### src/design/bbe_pkg.sv
`timescale 1ns / 1ps
`default_nettype none
package bbe_pkg;

    localparam int LOG_FRAC = 24;
    localparam int NBINS    = 256;
    localparam int QDEPTH   = 4;

    typedef struct packed {
        logic [7:0] byte_value;
        logic       counts;
        logic       closes;
    } t_item;

endpackage
`default_nettype wire

### src/design/bbe_front.sv
`timescale 1ns / 1ps
`default_nettype none
module bbe_front
    import bbe_pkg::*;
(
    input  wire logic       i_clk,
    input  wire logic       i_rst_n,
    input  wire logic       i_start,
    input  wire logic [7:0] i_byte_value,
    input  wire logic       i_last_byte,
    input  wire logic       i_empty_block,
    output logic            o_busy,
    output logic            o_q_valid,
    output t_item           o_q_item,
    input  wire logic       i_q_pop
);

    localparam int PW = $clog2(QDEPTH);

    t_item          r_q [QDEPTH];
    logic [PW-1:0]  r_wp;
    logic [PW-1:0]  r_rp;
    logic [PW:0]    r_fill;
    logic           n_push;
    logic           n_pop;
    t_item          n_item;

    assign o_busy    = (r_fill == (PW+1)'(QDEPTH));
    assign o_q_valid = (r_fill != '0);
    assign o_q_item  = r_q[r_rp];
    assign n_push    = i_start && !o_busy;
    assign n_pop     = i_q_pop && o_q_valid;

    always_comb begin
        n_item.byte_value = i_byte_value;
        n_item.counts     = !i_empty_block;
        n_item.closes     = i_empty_block || i_last_byte;
    end

    always_ff @(posedge i_clk) begin
        if (n_push) begin
            r_q[r_wp] <= n_item;
        end
        if (!i_rst_n) begin
            r_wp   <= '0;
            r_rp   <= '0;
            r_fill <= '0;
        end else begin
            if (n_push) begin
                r_wp <= r_wp + 1'b1;
            end
            if (n_pop) begin
                r_rp <= r_rp + 1'b1;
            end
            if (n_push && !n_pop) begin
                r_fill <= r_fill + 1'b1;
            end else if (!n_push && n_pop) begin
                r_fill <= r_fill - 1'b1;
            end
        end
    end

endmodule
`default_nettype wire

### config.mk
export PLATFORM = sky130hd
export DESIGN_NAME = bbe_front
export DESIGN_NICKNAME = d
export VERILOG_FILES = /design/src/design/bbe_pkg.sv /design/src/design/bbe_front.sv
export SDC_FILE = /design/constraint.sdc
export NUM_CORES = 1
export LEC_CHECK = 0
export BUFFER_PORTS_ARGS = -buffer_cell sky130_fd_sc_hd__buf_2
export CAP_MARGIN = 20
export CORE_MARGIN = 5
export CORE_UTILIZATION = 55
export DETAILED_ROUTE_END_ITERATION = 8
export HOLD_SLACK_MARGIN = 0.02
export PLACE_DENSITY_LB_ADDON = 0.3
export SYNTH_ARGS = -nofsm -noshare
export SYNTH_HDL_FRONTEND = slang
export SYNTH_SLANG_ARGS = --single-unit
### constraint.sdc
create_clock -name i_clk -period 3.3 [get_ports i_clk]
set_clock_uncertainty 0.2 [all_clocks]
set_input_delay 0.495 -clock i_clk [delete_from_list [all_inputs] [get_ports i_clk]]
set_output_delay 0.495 -clock i_clk [all_outputs]
set_load 0.005 [all_outputs]
**Word level (Yosys, flattened, before mapping)**

Memory sizes are Yosys's and may differ from the RTL's. A register that Yosys moved wholly into a read port is not among the register bits.
Cells that the tools add are included.

- Mux-type cells: 6
- Equality and inequality tests: 1
- Reduce and logical (&&, ||, !) cells: 11
- Add/subtract/negate cells: 4

Operator list:

| kind | number |
|---|---|
| 3-bit two-way mux | 2 |
| 2-bit by 1-bit adder with 2-bit output, second input constant | 2 |
| 1-bit logical AND | 4 |
| 1-bit logical NOT | 4 |
| 2-bit two-way mux | 2 |
| 3-bit by 1-bit adder with 3-bit output, second input constant | 1 |
| 3-bit equality test, second input constant | 1 |
| 3-bit nonzero test | 1 |
| 3-bit by 1-bit subtractor with 3-bit output, second input constant | 1 |
| 1-bit two-way mux | 2 |
| 2-bit nonzero test | 1 |
| 1-bit logical OR | 1 |

- Logic and storage cells: 26
- RAM bits: 40
- Output and inout port bits: 12
- Flip-flop bits (word level): 7
- Memories kept: 1
- Bits of input ports: 14

Memories:

| name | depth | width | rd ports | clocked after memory_dff | wr ports | RTL line | RTL |
|---|---|---|---|---|---|---|---|
| r_q | 4 | 10 | 1 | 1 | 1 | bbe_front.sv:20 | `t_item r_q [QDEPTH];` |

**Logic depth before layout (Yosys ltp)**

- Depth after elaboration: 7
- Depth in mapped cells: 9

**Least setup slack after synthesis**

OpenSTA, ideal clock, no wires.

- Path type: register to register
- From: reg r_fill[0]
- To: reg r_fill[2]
- Buffers on the path: 1
- Arrival: 1939 ps
- Slack: 1091 ps
- Stages on the path, launching flop included: 10
- Cell sequence: dfxtp_1 nor3b_2 nor2b_1 buf_6 ha_1 inv_1 fa_1 xor2_1 or3_1 a21boi_1

- Cells in the longest elaborated chain, start to end: 6

Ends and longest elaborated chain:

| what | RTL line | RTL |
|---|---|---|
| from (decl) | bbe_front.sv:23 | `logic [PW:0] r_fill;` |
| from (signal assigned) | bbe_front.sv:56 | `r_fill <= r_fill + 1'b1;` |
| from (signal assigned) | bbe_front.sv:58 | `r_fill <= r_fill - 1'b1;` |
| 3-bit equality test * | bbe_front.sv:28 | `assign o_busy = (r_fill == (PW+1)'(QDEPTH));` |
| named net o_busy | bbe_front.sv:12 | `output logic o_busy,` |
| 1-bit logical NOT * | bbe_front.sv:31 | `assign n_push = i_start && !o_busy;` |
| 1-bit logical AND * | bbe_front.sv:31 |  |
| named net n_push | bbe_front.sv:24 | `logic n_push;` |
| 1-bit logical NOT | bbe_front.sv:57 | `end else if (!n_push && n_pop) begin` |
| 1-bit logical AND | bbe_front.sv:57 |  |
| 2-bit nonzero test (no source line) | - |  |

Mark *: on every way through the listed nets, which the timed path passes. The rest lies on a longest branch. The select of a mux whose other input is x is not followed.
A chain may end at the register's enable or synchronous reset.

**Final worst setup path**

- From: reg r_fill[0]
- To: reg r_fill[2]

- Cells in the longest elaborated chain, start to end: 6

Ends and longest elaborated chain:

| what |
|---|
| branches (longest 6 deep; another with 3-bit by 1-bit subtractor with 3-bit output) |

Several ways; the timed one is not identified. The select of a mux whose other input is x is not followed.

==> metrics.csv <==
stage,metric,value,unit
status,status,"complete, no violations",
drt,wl_per_cell,16.4,um
critical_path,required,3.40,ns
cells_and_area,final_common_cell,edfxtp_1,
grt,grt_pass1_vias,1030,
pwr,p_comb_share,25.0,%
grt,grt-ovfl-total,0,
cells_and_area,fin_nets,150,
critical_path,worst-r2r-cell-count,8,
placement,numPortBuffers,25,
grt,grt_pass1_wl,4.97,mm
cells_and_area,regArea,1380,um^2
cts,cts_resized,0,
cts,htree_levels,2,
synthesis,synth_area,1940,um^2
drt,drtPass1Iterations,3,
cts,cts_tree,built,
cts,cts-buffers-inserted,5,
timing,period_minus_slack,2.59,ns
timing,fmax,0.386,GHz
critical_path,critPathCapture,r_fill[2],
cells_and_area,final_cell_mix,"edfxtp_1 (40), buf_2 (25), mux4_2 (10)",
synthesis,synth_cell_type_count,23,
critical_path,worstSetupStartpoint,r_fill[0],
cells_and_area,area_growth_syn_to_layout,11.0,%
pwr,p_int,1.06,mW
drt,via_count,942,
floorplan,coreArea,3360,um^2
cells_and_area,drive_gt1_share,35.1,%
drt,ant_nets,0,
cts,cts_hold_buf,0,
drt,wirelength,2.90,mm
placement,pre_cts_slack,0.714,ns
pwr,p_per_area,682,nW/um^2
timing,finalMaxSlewViolations,0,
synthesis,ys_ff_latch,49,
cts,cts_setup_buffers,0,
critical_path,cp.arrival,2.69,ns
timing,hold_ws,0.143,ns
cells_and_area,multiInputGateArea,517,um^2
floorplan,die_w,69.3,um
critical_path,critPathLaunchType,flip-flop,
cts,cts_sinks,49,
synthesis,syn_area_per_cell,19.0,um^2
cts,clk_pin_slew_worst_paths,0.13,ns
pwr,p_sw_share,28.0,%
cts,clkLatencyLatePin,0.35,ns
timing,relSlewSlack,55.1,%
cts,cts-root-buf,clkbuf_4,
timing,worst_slew_pin_slew,0.672,ns
critical_path,reg2reg_slack,0.71,ns
floorplan,io_pins,26,
pwr,clock_power_share,17.7,%
critical_path,worstSetupPathType,flip-flop to flip-flop,
timing,hold_viol,0,
pwr,power.leakage,0.766,nW
synthesis,ys_warn_count,0,
timing,finalSetupViolCount,0,
placement,hpwl,2.04,mm
timing,period_share,78.5,%
hold_path,hp-class,input pin to flip-flop,
drt,drtIter0Drc,40,
timing,grt_setup_unrepaired,false,
critical_path,worst_setup_path_end_kind,flip-flop,
synthesis,mappedNetlistNets,122,
critical_path,cpMaxStageDelayCell,dfxtp_1,
grt,grt_util_all_layers,13.7,%
drt,drc,0,
floorplan,die_h,69.3,um
run,cap_violations,0,
pwr,switching_power,0.411,mW
timing,finalWorstSetupSlack,0.708,ns
floorplan,fp-row-count,21,
critical_path,reg2reg_from,r_fill[0],
cells_and_area,nFillCells,280,
cells_and_area,antenna_cells,0,
critical_path,cp_cell_sequence,nor3b_2 > nor2b_1 > ha_1 > inv_1 > fa_1 > xor2_1 > or3_1 > a21boi_1,
placement,gp_congestion,0.782,
floorplan,die_area,4810,um^2
critical_path,reg2reg_to,r_fill[2],
pwr,pwr-share-seq,57.3,%
grt,antenna_found_initial,0,
synthesis,syn_inst,102,
drt,via_per_inst,5.32,
critical_path,slowest_delay,0.51,ns
grt,grt_max_degree,16,
timing,final.setup.tns,0,ns
synthesis,ys_seq_area_share,71.3,%
cts,clockBufferDepth,2,
floorplan,initial_core_util,57.6,%
pwr,irDropWorstVdd,340,uV
pwr,finalPower,1.47,mW
critical_path,crit_fanout,7,
synth_stat cells:
library cell | count | area, um^2
edfxtp_1 | 40 | 1200
mux4_2 | 10 | 225
dfxtp_1 | 9 | 180
and2_1 | 8 | 50.1
ha_1 | 5 | 62.6
inv_1 | 4 | 15.0
nand2_1 | 4 | 15.0
mux2i_1 | 3 | 30.0
xnor2_1 | 3 | 26.3
clkbuf_1 | 2 | 7.51
nor2b_1 | 2 | 12.5
a21boi_1 | 1 | 7.51
buf_2 | 1 | 5.00
buf_6 | 1 | 11.3
fa_1 | 1 | 20.0
nor3b_2 | 1 | 12.5
o21ai_0 | 1 | 5.00
o311ai_1 | 1 | 8.76
o31ai_2 | 1 | 12.5
or2_2 | 1 | 6.26
or3_1 | 1 | 6.26
or3_2 | 1 | 7.51
xor2_1 | 1 | 8.76
worst min-delay path by stage:
stage / startpoint / endpoint / depth (start not counted) / slack (ns)
global route: i_byte_value[7] / r_q[3][9] / 1 / 0.10
detailed placement: r_wp[1] / r_wp[1] / 2 / 0.30
CTS: i_byte_value[5] / r_q[1][7] / 1 / 0.14
finish: i_byte_value[5] / r_q[1][7] / 1 / 0.14
global placement: r_wp[1] / r_wp[1] / 2 / 0.28
floorplan: r_wp[1] / r_wp[1] / 2 / 0.27
per-layer routing:
layer / GRT usage [%] / up-vias / wire length, um
li1: - / 444 / -
met4: 6.51 / 0 / 55
met2: 23.8 / 21 / 1550
met3: 4.35 / 7 / 119
met5: 0 / - / 0
met1: 15.0 / 470 / 1170
area by class of cell:
type | instances | share of cell area, %
clock buffer | 5 | 1.75
clock inverter | 3 | 0.814
inverter | 4 | 0.698
sequential | 49 | 64.2
multi-input combinational | 45 | 24.0
tap | 46 | 2.68
timing repair buffer | 25 | 5.82
kinds of logic (layout without fill, tap and decap cells):
kind of cell    Yosys count  after routing  share of synthesized area, %
compound gates            4              4                          1.74
xor+xnor                  4              4                          1.81
fa+ha+maj                 6              6                          4.26
buf+inv                   8             37                          2.00
flops                    49             49                          71.3
mux                      13             13                          13.2
simple gates             18             18                          5.68
registers in the layout (all words and copies together), names as in the netlist, named ones only:
register  count
r_q          40
r_fill        3
r_rp          2
r_wp          2
critical path, delay by kind of cell (launching register included):
family	cells	cell delay, ns
adders and majority gates	2	0.65
and+or+nand+nor	3	0.80
DFF	1	0.51
AOI/OAI and AO/OA	1	0.15
xor gates and xnor gates	1	0.16
buffers and inverters	1	0.06
per-stage QoR:
stage / instance area (um^2) / utilization (%) / cells
floorplan: 1940 / - / 102
global placement: 2100 / 62.3 / 169
detailed placement: 2100 / 62.3 / 169
CTS: 2150 / 64.0 / 177
global route: 2150 / 64.0 / 177
finish: 2150 / 64.0 / 177
power by group through the flow:
stage	sequential, mW	clock (mW)	combinational, mW
after floorplan	0.805	0	0.295
after global placement	0.852	0	0.357
after detailed placement	0.860	0	0.374
after CTS	0.846	0.264	0.377
after global routing	0.857	0.306	0.411
final	0.841	0.259	0.367
No activity file was read; power rests on OpenSTA's default activity.
